## src/rtl/core/hbs_pkg.sv

```systemverilog
// Heightmap bilinear sampler package: sizes, payload words, register codes.
// Shared by every module under rtl/core; depends on nothing.
package hbs_pkg;

    localparam int MAX_GRID     = 64;
    localparam int STORE_DEPTH  = (MAX_GRID + 1) * (MAX_GRID + 1);
    localparam int ADDR_W       = $clog2(STORE_DEPTH);
    localparam int GRID_W       = $clog2(MAX_GRID + 1);
    localparam int HGT_W        = 16;
    localparam int POS_W        = 20;
    localparam int CW_W         = 9;
    localparam int FRAC_W       = 8;
    localparam int RES_W        = 24;
    localparam int DIV_BITS     = 4;
    localparam int DIV_STAGES   = POS_W / DIV_BITS;
    // accept edge to the edge that samples done high
    localparam int PIPE_LATENCY = DIV_STAGES + 6;

    typedef enum logic
    {
        CFG_GRID_WIDTH = 1'b0,
        CFG_CELL_WIDTH = 1'b1
    } cfg_idx_t;

    typedef enum logic
    {
        REQ_WRITE = 1'b0,
        REQ_QUERY = 1'b1
    } req_kind_t;

    typedef struct packed
    {
        logic                     req_type;
        logic [12:0]              entry_index;
        logic signed [HGT_W-1:0]  entry_height;
        logic [POS_W-1:0]         pos_x;
        logic [POS_W-1:0]         pos_z;
    } req_t;

    typedef struct packed
    {
        logic signed [RES_W-1:0]  height;
        logic                     out_of_range;
    } rsp_t;

    // write port and the four corner read addresses of the post store
    typedef struct packed
    {
        logic                     we;
        logic [12:0]              widx;
        logic signed [HGT_W-1:0]  wdata;
        logic [ADDR_W-1:0]        addr00;
        logic [ADDR_W-1:0]        addr01;
        logic [ADDR_W-1:0]        addr10;
        logic [ADDR_W-1:0]        addr11;
    } store_req_t;

    typedef struct packed
    {
        logic valid;
        logic query;
        logic oor;
    } blend_ctl_t;

endpackage

```

## src/rtl/core/hbs_blend.sv

```systemverilog
// Bilinear blend pipeline: x lerp products, sums, z lerp products, final sum
// with truncation toward zero. Depends on hbs_pkg.
module hbs_blend
    import hbs_pkg::*;
(
    input  logic                    clk,
    input  logic                    rst_n,
    input  blend_ctl_t              ctl,
    input  logic signed [HGT_W-1:0] h00,
    input  logic signed [HGT_W-1:0] h01,
    input  logic signed [HGT_W-1:0] h10,
    input  logic signed [HGT_W-1:0] h11,
    input  logic [FRAC_W-1:0]       fx,
    input  logic [FRAC_W-1:0]       fz,
    output logic                    done,
    output rsp_t                    rsp
);

    blend_ctl_t         d_ctl_reg, e_ctl_reg, f_ctl_reg;
    logic [FRAC_W-1:0]  d_fz_reg, e_fz_reg;
    logic signed [25:0] p00_reg, p01_reg, p10_reg, p11_reg;
    logic signed [25:0] pa_reg, pb_reg;
    logic signed [34:0] ma_reg, mb_reg;
    logic               done_reg;
    rsp_t               rsp_reg;

    logic signed [25:0] wx0, wx1;
    logic signed [34:0] wz0, wz1;
    logic signed [35:0] sum;
    logic signed [35:0] sum_adj;
    logic signed [35:0] q8;

    assign wx0 = $signed({17'b0, 9'(9'd256 - {1'b0, fx})});
    assign wx1 = $signed({18'b0, fx});
    assign wz0 = $signed({26'b0, 9'(9'd256 - {1'b0, e_fz_reg})});
    assign wz1 = $signed({27'b0, e_fz_reg});

    // round toward zero on the divide by 256
    assign sum     = 36'(ma_reg) + 36'(mb_reg);
    assign sum_adj = sum[35] ? (sum + 36'sd255) : sum;
    assign q8      = sum_adj >>> FRAC_W;

    always_ff @(posedge clk or negedge rst_n)
    begin
        if (!rst_n)
        begin
            d_ctl_reg <= '0;
            e_ctl_reg <= '0;
            f_ctl_reg <= '0;
            done_reg  <= 1'b0;
        end
        else
        begin
            d_ctl_reg <= ctl;
            e_ctl_reg <= d_ctl_reg;
            f_ctl_reg <= e_ctl_reg;
            done_reg  <= f_ctl_reg.valid;
        end
    end

    // payload stages
    always_ff @(posedge clk)
    begin
        p00_reg  <= 26'(h00) * wx0;
        p01_reg  <= 26'(h01) * wx1;
        p10_reg  <= 26'(h10) * wx0;
        p11_reg  <= 26'(h11) * wx1;
        d_fz_reg <= fz;
        pa_reg   <= p00_reg + p01_reg;
        pb_reg   <= p10_reg + p11_reg;
        e_fz_reg <= d_fz_reg;
        ma_reg   <= 35'(pa_reg) * wz0;
        mb_reg   <= 35'(pb_reg) * wz1;
        rsp_reg.out_of_range <= f_ctl_reg.query && f_ctl_reg.oor;
        rsp_reg.height       <= (f_ctl_reg.query && !f_ctl_reg.oor) ? q8[RES_W-1:0] : '0;
    end

    assign done = done_reg;
    assign rsp  = rsp_reg;

endmodule

```

## config.mk

```make
export PLATFORM = sky130hd
export DESIGN_NAME = hbs_blend
export DESIGN_NICKNAME = d
export VERILOG_FILES = /design/src/rtl/core/hbs_pkg.sv /design/src/rtl/core/hbs_blend.sv
export SDC_FILE = /design/constraint.sdc
export NUM_CORES = 2
export LEC_CHECK = 0
export ABC_AREA = 1
export BUFFER_PORTS_ARGS = -buffer_cell sky130_fd_sc_hd__buf_2
export CAP_MARGIN = 20
export CORE_UTILIZATION = 30
export CTS_BUF_LIST = sky130_fd_sc_hd__clkbuf_16
export CTS_CLUSTER_DIAMETER = 40
export DETAILED_ROUTE_END_ITERATION = 16
export SETUP_SLACK_MARGIN = 0.1
export SLEW_MARGIN = 10
export SYNTH_ARGS = -nofsm -noshare
export SYNTH_HDL_FRONTEND = slang
export SYNTH_SLANG_ARGS = --single-unit
```

## constraint.sdc

```tcl
create_clock -name clk -period 10.2 [get_ports clk]
set_input_delay 0.51 -clock clk [delete_from_list [all_inputs] [get_ports clk]]
set_output_delay 0.51 -clock clk [all_outputs]
set_load 0.005 [all_outputs]
```

==> impl_results.md <==
* Vias at 37019
* Met2 usage at 27.4%
* Die ar. at 0.158 mm2
* CP startpoint kind: register
* WHS at 0.0317 ns
* Synth Cell Area at 0.0469 mm2
* Worst Path Arrival at 8.01 ns
* Total track usage at 15.8%
* Hold Crit Class: in -> reg
* Final nets at 7433
* Final Hold Vio Count at 0
* Register bit total from synthesis at 275
* Worst hold path cell count at 1
* Outcome: finished, final reports clean
* Port bufs at 110
* Post-Synth XOR/XNOR Area at 4.40%
* Post-CTS Setup Inserts at 0
* Critical-path top delay cell: nand2_1
* Crit-path most repeated cell: inv_1
* Slowest Stage Delay on Critical Path at 0.71 ns
* Fin Setup TNS at 0 ns
* Yosys cell types at 53
* Max_cap viols at 0
* Initial DRC count at 2040
* Post-DP HPWL at 102000 um
* CTS tree: done
* Share of cells above drive strength 1 at 4.50%
* Core Rows at 144
* Synth warn at 0
* CTS max path bufs at 3
* Multi-input logic area at 0.0345 mm2
* Syn Area/Cell at 7.73 um2
* Largest net degree at the start of global routing at 55
* Chip Width at 398 um
* Simple-gate share of the synthesized area at 17.2%
* CP Max Fanout at 54
* Synthesized net count at 7405
* CP required at 10.66 ns
* Initial Util at 30.4%
* DRC at 0
* Commonest non-fill, non-tap cell in the layout: inv_1
* R2R Setup Slk at 2.65 ns
* Synth area leaders: fa_1, inv_1, ha_1, dfxtp_1, nand2_1
* Post-Synth Adder-Cell Area at 46.1%
* Num ports at 111
* First-pass GRT wire length at 201000 um
* Worst-Skew Late Latency at 0.62 ns
* Grt met1 use at 21.1%
* Complex-gate fraction of the synthesized area at 5.76%
* Synth Instances at 6073
* Fmax at 132 MHz
* Gr ovfl total at 0
* Vias in the first global route at 38484
* Top-area cell type share of the netlist area at 34.2%
* Setup violators final at 0
* Slew headroom at 30.4%
* Core box area at 0.155 mm2
* Tcrit/Tclk final at 74.0%
* R2r worst-path depth at 27
* # fillers at 16424
* WL/cell at 14.8 um
* Initial antenna violation count at 21
* GP Congestion at 0.885
* GRT Max-Usage Layer: met2
* Main combinational cell family by area after synthesis: adder cells
* CTS Sinks at 275
* Vias per cell at 4.52
* Mux cell area share after synthesis at 0%
* Yosys top cell by area: fa_1
* CP Capture Type: register
* Commonest non-fill, non-tap cells in the layout: inv_1, nand2_1, fa_1
* CTS clk-pin slew, worst paths at 0.06 ns
* Total Wirelength at 122000 um
* Area Overhead vs Synth at 9.47%
* Die Ht at 398 um
* H-tree lvl count at 2
* Met3 Resource Use GR at 1.63%
* CTS buffer count at 48
* Sequential element share of the synthesized area at 11.8%
* Register area at 0.00556 mm2
* RSZ-0062 raised after global routing: no
* Slew Limit Fails at 0
* Kind of critical path: reg -> reg
* Min Tclk post-route at 7.55 ns
* Detailed Routing Iterations Pass 1 at 6
* Worst Tran Pin Value at 1.04 ns
* Post-route antenna net violation count at 0
* CTS root buf: clkbuf_16
* Skew final at 0.0320 ns
[cell usage after synthesis, drive strengths merged]
master	instances
and3	2
o211ai	11
inv	1658
o311ai	1
o2111ai	3
clkinv	2
fa	802
a221oi	4
a21o	17
nand4	32
a211oi	3
dfxtp	265
nor3	27
nand3	124
o31ai	6
xnor2	95
o221ai	3
xor2	140
ha	445
a31oi	23
or2	7
buf	38
o21bai	23
and2	1
a21boi	12
nor4	10
nand2	1336
nor2	466
clkbuf	124
dfrtp	10
o21a	10
o21ai	113
nor3b	1
or3	2
a21oi	256
nand3b	1
[final cells by class]
| cell class | count | share of cell area (%) |
|---|---|---|
| Antenna cell | 7 | 0.0341 |
| Clock buffer | 48 | 2.34 |
| Clock inverter | 41 | 1.05 |
| Inverter | 1660 | 12.1 |
| Multi-Input combinational cell | 3976 | 67.1 |
| Sequential cell | 275 | 10.8 |
| Tap cell | 2044 | 4.98 |
| Timing Repair Buffer | 140 | 1.57 |
[worst paths after layout]
path                             startpoint      endpoint
min in group asynchronous             rst_n  f_ctl_reg[0]
worst min register to register  d_fz_reg[7]   e_fz_reg[7]
worst max-delay path            e_fz_reg[0]    ma_reg[20]
max in group asynchronous             rst_n  e_ctl_reg[1]
worst max register to register  e_fz_reg[0]    ma_reg[20]
worst min-delay path                 ctl[1]  d_ctl_reg[1]
[logic make-up after synthesis]
family	Yosys count
AND/OR/NAND/NOR	2009
buffers and inverters	1822
adder cells (fa/ha/maj)	1247
AO/OA/AOI/OAI	485
flip-flops	275
XOR/XNOR	235
[critical path, delay by kind of cell (launching register included)]
family | cells | cell delay, ns
AND/OR/NAND/NOR | 8 | 1.88
adder cells (fa/ha/maj) | 7 | 2.80
flip-flops | 1 | 0.31
buffers and inverters | 8 | 1.17
XOR/XNOR | 1 | 0.39
AO/OA/AOI/OAI | 3 | 0.80
[metal layers]
layer | share of wire, % | vias to the layer above | wire, um
met4 | 2.0 | 6 | 2470
met3 | 4.5 | 155 | 5410
met2 | 48 | 853 | 58200
li1 | - | 17832 | -
met1 | 46 | 18173 | 55500
met5 | 0.028 | - | 34
[repair_timing]
action,CTS,global route
resized for setup,0,0
hold buffers,10,0
hold endpoints to repair,19,0
[stage by stage]
step                      area (um2)  setup WS, ns  utilization, %  cells
final                          51400          2.65            33.2   8191
after global routing           51400          2.07            33.2   8186
after detailed placement       49500          2.25            32.0   8084
after floorplan                46900          3.90               -   6073
after global placement         49500          2.38            32.0   8084
after CTS                      51300          2.69            33.2   8183
Power is left out: the tool's default activity adds up to more than one toggle a clock period on the data nets, which glitch-free logic cannot reach.
