==> src/rtl/core/hbs_pkg.sv <==
// Heightmap bilinear sampler package: sizes, payload words, register codes.
// Shared by every module under rtl/core; depends on nothing.
package hbs_pkg;

    localparam int MAX_GRID     = 64;
    localparam int STORE_DEPTH  = (MAX_GRID + 1) * (MAX_GRID + 1);
    localparam int ADDR_W       = $clog2(STORE_DEPTH);
    localparam int GRID_W       = $clog2(MAX_GRID + 1);
    localparam int HGT_W        = 16;
    localparam int POS_W        = 20;
    localparam int CW_W         = 9;
    localparam int FRAC_W       = 8;
    localparam int RES_W        = 24;
    localparam int DIV_BITS     = 4;
    localparam int DIV_STAGES   = POS_W / DIV_BITS;
    // accept edge to the edge that samples done high
    localparam int PIPE_LATENCY = DIV_STAGES + 6;

    typedef enum logic
    {
        CFG_GRID_WIDTH = 1'b0,
        CFG_CELL_WIDTH = 1'b1
    } cfg_idx_t;

    typedef enum logic
    {
        REQ_WRITE = 1'b0,
        REQ_QUERY = 1'b1
    } req_kind_t;

    typedef struct packed
    {
        logic                     req_type;
        logic [12:0]              entry_index;
        logic signed [HGT_W-1:0]  entry_height;
        logic [POS_W-1:0]         pos_x;
        logic [POS_W-1:0]         pos_z;
    } req_t;

    typedef struct packed
    {
        logic signed [RES_W-1:0]  height;
        logic                     out_of_range;
    } rsp_t;

    // write port and the four corner read addresses of the post store
    typedef struct packed
    {
        logic                     we;
        logic [12:0]              widx;
        logic signed [HGT_W-1:0]  wdata;
        logic [ADDR_W-1:0]        addr00;
        logic [ADDR_W-1:0]        addr01;
        logic [ADDR_W-1:0]        addr10;
        logic [ADDR_W-1:0]        addr11;
    } store_req_t;

    typedef struct packed
    {
        logic valid;
        logic query;
        logic oor;
    } blend_ctl_t;

endpackage

==> src/rtl/core/hbs_divider.sv <==
// Pipelined restoring divider: 20-bit dividend by 9-bit divisor, 4 bits a stage.
// Depends on hbs_pkg.
module hbs_divider
    import hbs_pkg::*;
(
    input  logic             clk,
    input  logic [POS_W-1:0] num,
    input  logic [CW_W-1:0]  den,
    output logic [POS_W-1:0] quo
);

    typedef struct packed
    {
        logic [CW_W-1:0]  rem;
        logic [POS_W-1:0] num;
        logic [POS_W-1:0] quo;
    } div_st_t;

    function automatic div_st_t div_step(div_st_t s, logic [CW_W-1:0] d);
        div_st_t       o;
        logic [CW_W:0] t;
        o = s;
        for (int j = 0; j < DIV_BITS; j++)
        begin
            t     = {o.rem, o.num[POS_W-1]};
            o.num = {o.num[POS_W-2:0], 1'b0};
            if (t >= {1'b0, d})
            begin
                t     = t - {1'b0, d};
                o.quo = {o.quo[POS_W-2:0], 1'b1};
            end
            else
            begin
                o.quo = {o.quo[POS_W-2:0], 1'b0};
            end
            o.rem = t[CW_W-1:0];
        end
        return o;
    endfunction

    div_st_t         st_reg  [DIV_STAGES];
    logic [CW_W-1:0] den_reg [DIV_STAGES];

    // advance one group of quotient bits per stage
    for (genvar k = 0; k < DIV_STAGES; k++)
    begin : g_stage
        div_st_t         st_in;
        logic [CW_W-1:0] den_in;
        if (k == 0)
        begin : g_first
            assign st_in  = '{rem: '0, num: num, quo: '0};
            assign den_in = den;
        end
        else
        begin : g_next
            assign st_in  = st_reg[k-1];
            assign den_in = den_reg[k-1];
        end

        always_ff @(posedge clk)
        begin
            st_reg[k]  <= div_step(st_in, den_in);
            den_reg[k] <= den_in;
        end
    end

    assign quo = st_reg[DIV_STAGES-1].quo;

endmodule

==> config.mk <==
export PLATFORM = sky130hd
export DESIGN_NAME = hbs_divider
export DESIGN_NICKNAME = d
export VERILOG_FILES = /design/src/rtl/core/hbs_pkg.sv /design/src/rtl/core/hbs_divider.sv
export SDC_FILE = /design/constraint.sdc
export NUM_CORES = 1
export LEC_CHECK = 0
export ABC_AREA = 1
export BUFFER_PORTS_ARGS = -buffer_cell sky130_fd_sc_hd__buf_2
export CORE_AREA = 2 2 181 255
export CTS_BUF_LIST = sky130_fd_sc_hd__clkbuf_4
export DETAILED_ROUTE_END_ITERATION = 8
export DIE_AREA = 0 0 183 257
export PLACE_DENSITY = 0.42
export SLEW_MARGIN = 20
export SYNTH_ARGS = -nofsm -noshare
export SYNTH_HDL_FRONTEND = slang
export SYNTH_SLANG_ARGS = --single-unit
==> constraint.sdc <==
create_clock -name clk -period 10.9 [get_ports clk]
set_input_delay 1.635 -clock clk [delete_from_list [all_inputs] [get_ports clk]]
set_output_delay 1.635 -clock clk [all_outputs]
set_load 0.03 [all_outputs]
==> flow_metrics.py, run 1 <==
metrics = {
    "run_status": {
        "outcome": "complete, no violations",
    },
    "detailed_routing": {
        "drt-initial-drc-count": 431,
        "routed_wire_length_per_instance_um": 14.8,
        "drc_errors": 0,
        "vias_per_cell": 4.62,
        "detailroute.via_count": 11385,
        "ant_nets": 0,
        "totalWireLength_mm": 36.5,
        "drt_first_pass_iters": 7,
    },
    "floorplanning": {
        "floorplan_die_height_um": 257,
        "design.core.area_mm2": 0.0447,
        "num_rows": 92,
        "initial_utilization_pct": 29.8,
        "io_pins": 50,
        "fp.dieArea_mm2": 0.0470,
        "die_width_um": 183,
    },
    "place": {
        "hpwl_mm": 30.3,
        "port_buffers": 49,
        "dpl.cell_count": 2431,
        "routability_cong": 0.869,
    },
    "synthesis": {
        "mean_post_synth_cell_area_um2": 7.26,
        "synth_compound_gate_area_share_pct": 11.7,
        "synth_top_cells_by_area": "sky130_fd_sc_hd__dfxtp_1, sky130_fd_sc_hd__ha_1, sky130_fd_sc_hd__nand2_1",
        "synth.cell_area_mm2": 0.0133,
        "yosys.area_share.xor_xnor_pct": 6.85,
        "post_synth_and_or_nand_nor_area_fraction_pct": 28.2,
        "synth.mux.area_fraction_pct": 0,
        "synth.distinct_cells": 43,
        "ys_warn_count": 0,
        "synth_seq_cells": 172,
        "main_combinational_cell_family_by_area_after_synthesis": "simple AND/OR/NAND/NOR gates",
        "synthDominantCellAreaShare_pct": 25.9,
        "postSynthCellCount": 1830,
        "number_of_nets_produced_by_synthesis": 2051,
        "synth-seq-area-share_pct": 25.9,
        "area_share_of_fa_ha_maj_cells_after_synthesis_pct": 19.0,
        "synthDominantAreaCellType": "sky130_fd_sc_hd__dfxtp_1",
    },
    "global_route": {
        "gr-usage-all-layers_pct": 16.0,
        "first_global_vias": 11453,
        "grt_remaining_overflow": 0,
        "grt_first_pass_wirelength_mm": 58.8,
        "grt_antenna_before_repair": 1,
        "grt_start_max_net_pins": 20,
    },
    "critical_path": {
        "worst_path_dominant_cell_family": "compound AO/OA/AOI/OAI gates",
        "timing.critical_path.from_type": "primary input",
        "cp_data_required_time_ns": 11.51,
        "crit_type": "in -> reg",
        "timing.critical_path.arrival_ns": 8.19,
        "critPathSlowestCell": "sky130_fd_sc_hd__fa_1",
        "path_buf_inv": 4,
        "worst_path_largest_cell_delay_ns": 0.46,
        "path_common_cell": "sky130_fd_sc_hd__nand2_1",
        "critPathMaxFanout": 11,
        "crit_path_end_kind": "flop",
    },
    "clocking": {
        "clock-root-buffer": "sky130_fd_sc_hd__clkbuf_4",
        "cts_bufs_inserted": 17,
        "cts.repair.resized": 0,
        "cts_hold_repair.buffers": 0,
        "post-cts-setup-buffers": 0,
        "path_clk_slew_ns": 0.17,
        "clock_tree_from_tritoncts": "done",
        "cts_htree_levels": 4,
        "clk_path_buf_depth": 2,
        "clock_latency_ns": 0.67,
        "number_of_sinks_driven_by_the_clock_tree": 172,
    },
    "cells_and_area": {
        "instances_no_fill": 2464,
        "areaGrowthSynthToFinish_pct": 8.53,
        "flip_flop_count_of_the_largest_register_after_layout": 136,
        "layout-drive-gt1-share_pct": 9.69,
        "finalNetCount": 2107,
    },
    "sta": {
        "period_share_pct": 69.6,
        "hold_viol": 0,
        "setup_viol": 0,
        "timing_worst_slew_pin_value_ns": 0.499,
        "fmax_ghz": 0.132,
        "tns_ns": 0,
        "finalMaxSlewViolations": 0,
        "fin_worst_skew_ns": 0.0356,
        "setup_repair_after_global_routing_missed_its_margin": "false",
        "max_slew_margin_pct": 66.4,
        "layout_min_cycle_time_ns": 7.58,
    },
    "run": {
        "timing.max_cap.violations": 0,
    },
    "min_path": {
        "hp-class": "reg -> reg",
    },
}
==> logic make-up after synthesis <==
logic type	Yosys count
AND/OR/NAND/NOR	837
buffers and inverters	279
AO/OA/AOI/OAI	247
adder cells (fa/ha/maj)	191
flip-flops	172
XOR/XNOR	104
==> area by class of cell <==
class	count	area, µm²
diodes	1	2.50
clock buffers	17	128
clock inverters	15	168
fillers	4918	30200
inverters	267	1000
multi-input cells	1379	8730
flip-flops and latches	172	3440
well taps	564	706
repair buffers	49	245
==> metrics by stage <==
| stage | utilization [%] | setup slack, ns | hold WS (ns) | cell area (µm²) |
|---|---|---|---|---|
| final | 32.3 | 3.32 | 0.311 | 14400 |
| after global routing | 32.3 | 2.53 | 0.322 | 14400 |
| after CTS | 32.3 | 3.22 | 0.316 | 14400 |
| after detailed placement | 31.6 | 2.58 | 0.312 | 14100 |
| after global placement | 31.6 | 2.54 | 0.310 | 14100 |
| after floorplan | - | 4.12 | 0.310 | 13300 |
==> cells in the mapped netlist, drive strengths merged <==
library cell / n
a211oi: 1
and3: 4
a31oi: 19
a21o: 5
nand3b: 6
buf: 12
nand3: 145
nand4: 20
a21oi: 104
o31ai: 1
xor2: 68
a31o: 2
a41oi: 4
dfxtp: 172
inv: 267
a21boi: 5
nand2: 547
nor2: 88
o21bai: 14
or2: 10
fa: 18
o211ai: 7
o21ai: 85
nor3: 17
xnor2: 36
ha: 173
==> cell usage in the layout, fill, tap and decap left out, drive strengths merged, types with 18 or more instances in the layout <==
cell type	Yosys	final
a21oi	104	104
a31oi	19	19
buf	12	49
dfxtp	172	172
fa	18	18
ha	173	173
inv	267	276
nand2	547	547
nand3	145	145
nand4	20	20
nor2	88	88
o21ai	85	85
xnor2	36	36
xor2	68	68
==> per-layer routing <==
layer / vias to the layer above / share of wire (%) / GRT usage, % / wire [µm]
li1: 6053 / - / - / -
met4: 0 / 2.1 / 4.84 / 767
met5: - / 0 / 0 / 0
met2: 129 / 55 / 31.8 / 19900
met1: 5166 / 41 / 16.9 / 15100
met3: 37 / 2.0 / 2.45 / 740
==> path summary, 6_finish.rpt <==
check,start,depth (start not counted),slack (ns),to
setup / recovery,den[1],32,3.32,st_reg[0][44]$_DFF_P_
hold / removal,st_reg[0][94]$_DFF_P_,0,0.31,st_reg[0][143]$_DFF_P_
setup reg to reg,den_reg[0][19]$_DFF_P_,42,3.35,st_reg[0][172]$_DFF_P_
hold reg to reg,st_reg[0][94]$_DFF_P_,0,0.31,st_reg[0][143]$_DFF_P_
==> worst register-to-register path: cells and delay by family (launching register included) <==
kind            cells  cell delay [ns]
buf+inv             4             0.61
flops               1             0.58
compound gates      8             1.72
simple gates       26             2.98
fa+ha+maj           4             1.61
Power of run 1 is not shown: default switching activity piles up to over one toggle a cycle in this logic, so the estimate is an artifact.
==> inputs of run 2 (changes only) <==
--- a/config.mk
+++ b/config.mk
@@ -11,7 +11,7 @@
 export CTS_BUF_LIST = sky130_fd_sc_hd__clkbuf_4
 export DETAILED_ROUTE_END_ITERATION = 8
 export DIE_AREA = 0 0 183 257
-export PLACE_DENSITY = 0.42
+export PLACE_DENSITY = 0.44
 export SLEW_MARGIN = 20
 export SYNTH_ARGS = -nofsm -noshare
 export SYNTH_HDL_FRONTEND = slang
==> constraint.sdc (replaced) <==
create_clock -name clk -period 6.45 [get_ports clk]
set_input_delay 0.9675 -clock clk [delete_from_list [all_inputs] [get_ports clk]]
set_output_delay 0.9675 -clock clk [all_outputs]
set_load 0.03 [all_outputs]
==> flow_metrics.py, run 2 (synthesis results as in run 1) <==
metrics = {
    "cells_and_area": {
        "filler_cell_count": 4659,
        "flip_flop_count_of_the_largest_register_after_layout": 136,
        "areaGrowthSynthToFinish_pct": 36.0,
        "final_common_cell": "sky130_fd_sc_hd__nand2_1",
        "layout_common_cells": "sky130_fd_sc_hd__nand2_1, sky130_fd_sc_hd__buf_4, sky130_fd_sc_hd__inv_1, sky130_fd_sc_hd__dfxtp_1, sky130_fd_sc_hd__ha_1",
        "layout-drive-gt1-share_pct": 32.0,
        "multi_input_area_mm2": 0.00991,
        "utilization_pct": 40.4,
        "finalNetCount": 2429,
        "final-seq-area_mm2": 0.00346,
    },
    "place": {
        "hpwl_mm": 33.0,
        "port_buffers": 49,
        "routability_cong": 0.857,
    },
    "global_route": {
        "grt_remaining_overflow": 0,
        "grt_antenna_before_repair": 1,
        "grt_first_pass_wirelength_mm": 63.7,
        "gr-usage-all-layers_pct": 17.3,
        "first_global_vias": 12729,
        "grt_start_max_net_pins": 19,
    },
    "floorplanning": {
        "io_pins": 50,
        "num_rows": 92,
        "die_width_um": 183,
        "fp.dieArea_mm2": 0.0470,
        "design.core.area_mm2": 0.0447,
        "initial_utilization_pct": 29.8,
        "floorplan_die_height_um": 257,
    },
    "critical_path": {
        "r2r-end": "st_reg[0][134]$_DFF_P_",
        "worst_setup_path_end": "st_reg[0][134]$_DFF_P_",
        "path_common_cell": "sky130_fd_sc_hd__nand2_1",
        "critPathMaxFanout": 8,
        "crit_type": "reg -> reg",
        "r2r_start": "st_reg[0][80]$_DFF_P_",
        "cp_data_required_time_ns": 7.09,
        "timing.critical_path.arrival_ns": 6.71,
        "crit_path_end_kind": "flop",
        "regToRegSetupSlack_ns": 0.38,
        "worst_path_largest_cell_delay_ns": 0.38,
        "timing.critical_path.from": "st_reg[0][80]$_DFF_P_",
        "timing.critical_path.from_type": "flop",
        "critPathSlowestCell": "sky130_fd_sc_hd__fa_2",
        "timing.reg2reg.worst_path_depth": 45,
    },
    "clocking": {
        "clk_path_buf_depth": 2,
        "cts_htree_levels": 4,
        "number_of_sinks_driven_by_the_clock_tree": 172,
        "cts_hold_repair.buffers": 0,
        "path_clk_slew_ns": 0.18,
        "cts_bufs_inserted": 17,
        "clock_latency_ns": 0.67,
        "clock-root-buffer": "sky130_fd_sc_hd__clkbuf_4",
        "clock_tree_from_tritoncts": "done",
    },
    "detailed_routing": {
        "ant_nets": 0,
        "totalWireLength_mm": 41.0,
        "vias_per_cell": 4.63,
        "routed_wire_length_per_instance_um": 14.7,
        "detailroute.via_count": 12892,
        "drt_first_pass_iters": 5,
        "drt-initial-drc-count": 409,
        "drc_errors": 0,
    },
    "run": {
        "timing.max_cap.violations": 0,
    },
    "min_path": {
        "hp-class": "reg -> reg",
    },
    "sta": {
        "fin_worst_skew_ns": 0.0310,
        "hold_viol": 0,
        "setup_repair_after_global_routing_missed_its_margin": "true",
        "period_share_pct": 94.1,
        "setup_viol": 0,
        "timing_worst_slew_pin_value_ns": 0.415,
        "layout_min_cycle_time_ns": 6.07,
        "max_slew_margin_pct": 72.1,
        "fmax_ghz": 0.165,
        "finalMaxSlewViolations": 0,
    },
    "run_status": {
        "outcome": "complete, no violations",
    },
}
## run 2: how the worst min path moves through the flow
stage / startpoint / endpoint / slack [ns] / cells after the start
2_1_floorplan: st_reg[0][51]$_DFF_P_ / st_reg[0][100]$_DFF_P_ / 0.31 / 0
3_3_place_gp: st_reg[0][25]$_DFF_P_ / st_reg[0][74]$_DFF_P_ / 0.31 / 0
3_5_place_dp: st_reg[0][136]$_DFF_P_ / st_reg[0][185]$_DFF_P_ / 0.31 / 0
4_1_cts: num[7] / st_reg[0][27]$_DFF_P_ / 0.30 / 1
5_1_grt: num[8] / st_reg[0][28]$_DFF_P_ / 0.31 / 1
6_report: st_reg[0][69]$_DFF_P_ / st_reg[0][118]$_DFF_P_ / 0.33 / 0
## run 2: stage by stage
| stage | cells | setup TNS (ns) | cell area (µm²) | hold WS, ns | setup WS, ns |
|---|---|---|---|---|---|
| after floorplan | 1830 | 0 | 13300 | 0.310 | 0.273 |
| after global placement | 2708 | -1.10 | 16200 | 0.310 | -0.431 |
| after detailed placement | 2708 | -2.45 | 16200 | 0.312 | -0.442 |
| after CTS | 2747 | 0 | 16600 | 0.296 | 0.000463 |
| after global routing | 2785 | -1.17 | 18100 | 0.305 | -0.0950 |
| final | 2785 | 0 | 18100 | 0.328 | 0.378 |
## run 2: what timing repair did
item,CTS,global route
endpoints found under the setup margin,20,40
endpoints found under the hold margin,0,0
pin swaps,5,65
cloned,1,5
resized for setup,18,261
setup buffers,7,32
## run 2: worst max-delay path: cells and delay by family, from the launching register on
| family | cells | cell delay, ns |
|---|---|---|
| buffers and inverters | 9 | 1.05 |
| DFF | 1 | 0.35 |
| and+or+nand+nor | 22 | 2.04 |
| adders and majority gates | 5 | 1.41 |
| AOI/OAI and AO/OA | 9 | 1.18 |
## run 2: final cells by class
cell class,instances,area share (%)
Clock buffer,17,0.706
Antenna cell,1,0.0139
Timing Repair inverter,1,0.0346
Timing Repair Buffer,365,14.9
Tap cell,564,3.91
Inverter,267,5.58
Sequential cell,172,19.1
Multi-Input combinational cell,1384,54.8
Clock inverter,14,0.873
## run 2: routing by layer
metal / routed length (µm) / GRT usage, % / part of all wire, %
met1: 16300 / 18.3 / 40
met2: 22500 / 33.6 / 55
met3: 670 / 2.04 / 1.6
met4: 1540 / 7.73 / 3.8
met5: 0 / 0 / 0
Power of run 2 is left out for the same reason.
==> inputs of run 3 (changes only) <==
--- a/config.mk
+++ b/config.mk
@@ -8,7 +8,6 @@
 export ABC_AREA = 1
 export BUFFER_PORTS_ARGS = -buffer_cell sky130_fd_sc_hd__buf_2
 export CORE_AREA = 2 2 181 255
-export CTS_BUF_LIST = sky130_fd_sc_hd__clkbuf_4
 export DETAILED_ROUTE_END_ITERATION = 8
 export DIE_AREA = 0 0 183 257
 export PLACE_DENSITY = 0.44
==> flow_metrics.py, run 3 (synthesis results as in run 1) <==
metrics = {
    "critical_path": {
        "r2r_start": "st_reg[0][35]$_DFF_P_",
        "timing.critical_path.arrival_ns": 6.44,
        "regToRegSetupSlack_ns": 0.41,
        "r2r-end": "st_reg[0][82]$_DFF_P_",
        "timing.reg2reg.worst_path_depth": 47,
        "timing.critical_path.from_type": "flop",
        "crit_type": "reg -> reg",
        "path_common_cell": "sky130_fd_sc_hd__nand2_1",
        "cp_data_required_time_ns": 6.85,
        "critPathMaxFanout": 7,
        "crit_path_end_kind": "flop",
        "worst_path_largest_cell_delay_ns": 0.39,
        "critPathSlowestCell": "sky130_fd_sc_hd__fa_2",
    },
    "floorplanning": {
        "design.core.area_mm2": 0.0447,
        "num_rows": 92,
        "die_width_um": 183,
        "floorplan_die_height_um": 257,
        "initial_utilization_pct": 29.8,
        "fp.dieArea_mm2": 0.0470,
        "io_pins": 50,
    },
    "sta": {
        "hold_viol": 0,
        "setup_viol": 0,
        "finalMaxSlewViolations": 0,
        "worst_hold_slack_ns": 0.328,
        "max_slew_margin_pct": 72.0,
        "period_share_pct": 93.7,
        "layout_min_cycle_time_ns": 6.04,
        "setup_repair_after_global_routing_missed_its_margin": "true",
        "fmax_ghz": 0.165,
        "tns_ns": 0,
        "fin_worst_skew_ns": 0.0102,
        "timing_worst_slew_pin_value_ns": 0.415,
    },
    "detailed_routing": {
        "met1_length_mm": 16.0,
        "detailroute.via_count": 12863,
        "drc_errors": 0,
        "vias_per_cell": 4.62,
        "totalWireLength_mm": 40.8,
        "ant_nets": 0,
        "wl_met2_mm": 22.2,
        "drt_first_pass_iters": 5,
        "top_signal_layer_used": "met4",
        "dr_wl_met3_um": 803,
        "routed_wire_length_per_instance_um": 14.7,
        "drt-initial-drc-count": 415,
    },
    "clocking": {
        "cts_bufs_inserted": 17,
        "clock-root-buffer": "sky130_fd_sc_hd__clkbuf_16",
        "path_clk_slew_ns": 0.07,
        "clock_latency_ns": 0.47,
        "cts_htree_levels": 4,
        "clk_path_buf_depth": 2,
        "clock_tree_from_tritoncts": "done",
        "number_of_sinks_driven_by_the_clock_tree": 172,
    },
    "global_route": {
        "gr-usage-all-layers_pct": 17.4,
        "grt_antenna_before_repair": 0,
        "grt_first_pass_wirelength_mm": 64.1,
        "grt_remaining_overflow": 0,
        "grt_start_max_net_pins": 19,
        "first_global_vias": 12796,
    },
    "cells_and_area": {
        "filler_cell_count": 4639,
        "layout-drive-gt1-share_pct": 30.4,
        "layout_common_cells": "sky130_fd_sc_hd__nand2_1, sky130_fd_sc_hd__buf_4, sky130_fd_sc_hd__inv_1, sky130_fd_sc_hd__dfxtp_1, sky130_fd_sc_hd__ha_1",
        "final_common_cell": "sky130_fd_sc_hd__nand2_1",
        "flip_flop_count_of_the_largest_register_after_layout": 136,
        "finalNetCount": 2428,
        "diodes": 0,
        "areaGrowthSynthToFinish_pct": 36.4,
    },
    "min_path": {
        "hp-class": "reg -> reg",
        "timing.hold.worst_path_depth": 0,
        "hold_path.startpoint": "st_reg[0][119]$_DFF_P_",
        "timing.hold.worst_endpoint": "st_reg[0][168]$_DFF_P_",
    },
    "run": {
        "timing.max_cap.violations": 0,
    },
    "place": {
        "port_buffers": 49,
        "routability_cong": 0.857,
        "hpwl_mm": 33.0,
    },
    "run_status": {
        "outcome": "complete, no violations",
    },
}
## run 3: worst max path at each step
stage / startpoint / end / slack [ns] / cells after the start
2_1_floorplan: den_reg[0][10]$_DFF_P_ / st_reg[0][126]$_DFF_P_ / 0.27 / 42
3_3_place_gp: den_reg[0][27]$_DFF_P_ / st_reg[0][180]$_DFF_P_ / -0.43 / 36
3_5_place_dp: den_reg[0][27]$_DFF_P_ / st_reg[0][180]$_DFF_P_ / -0.44 / 36
4_1_cts: st_reg[0][35]$_DFF_P_ / st_reg[0][87]$_DFF_P_ / 0.02 / 45
5_1_grt: st_reg[0][35]$_DFF_P_ / st_reg[0][82]$_DFF_P_ / -0.07 / 47
6_report: st_reg[0][35]$_DFF_P_ / st_reg[0][82]$_DFF_P_ / 0.41 / 47
## run 3: routing by layer
metal,GRT usage [%],up-vias
met1,18.3,5883
met4,8.09,0
met3,2.04,75
met2,33.7,169
met5,0,-
li1,-,6736
## run 3: timing repair
item,in CTS,in global routing
gates resized for setup,17,218
endpoints found under the setup margin,20,41
hold buffers,0,0
cloned,1,5
buffers inserted,8,30
pin swaps,5,55
## run 3: final cells by class
class | count | area, µm² | area share [%]
Inverter | 267 | 1010 | 5.56
Timing Repair inverter | 1 | 6.26 | 0.0345
Tap cell | 564 | 706 | 3.89
Clock buffer | 17 | 425 | 2.35
Sequential cell | 172 | 3450 | 19.0
Timing Repair Buffer | 364 | 2670 | 14.7
Clock inverter | 14 | 158 | 0.870
Multi-Input combinational cell | 1384 | 9700 | 53.5
## run 3: worst max-delay path, delay by kind of cell (launching register included)
family          cells  cell delay, ns
fa+ha+maj           5            1.25
compound gates      8            1.21
buf+inv            11            1.20
flops               1            0.30
simple gates       23            1.99
## run 3: stage by stage
step	instances	worst slack, ns	utilization (%)	cell area (µm²)
after CTS	2748	0.0199	37.9	16900
after floorplan	1830	0.273	-	13300
final	2783	0.406	40.6	18100
after global routing	2783	-0.0701	40.6	18100
after detailed placement	2708	-0.442	36.3	16200
after global placement	2708	-0.431	36.3	16200
Power of run 3 is left out for the same reason.
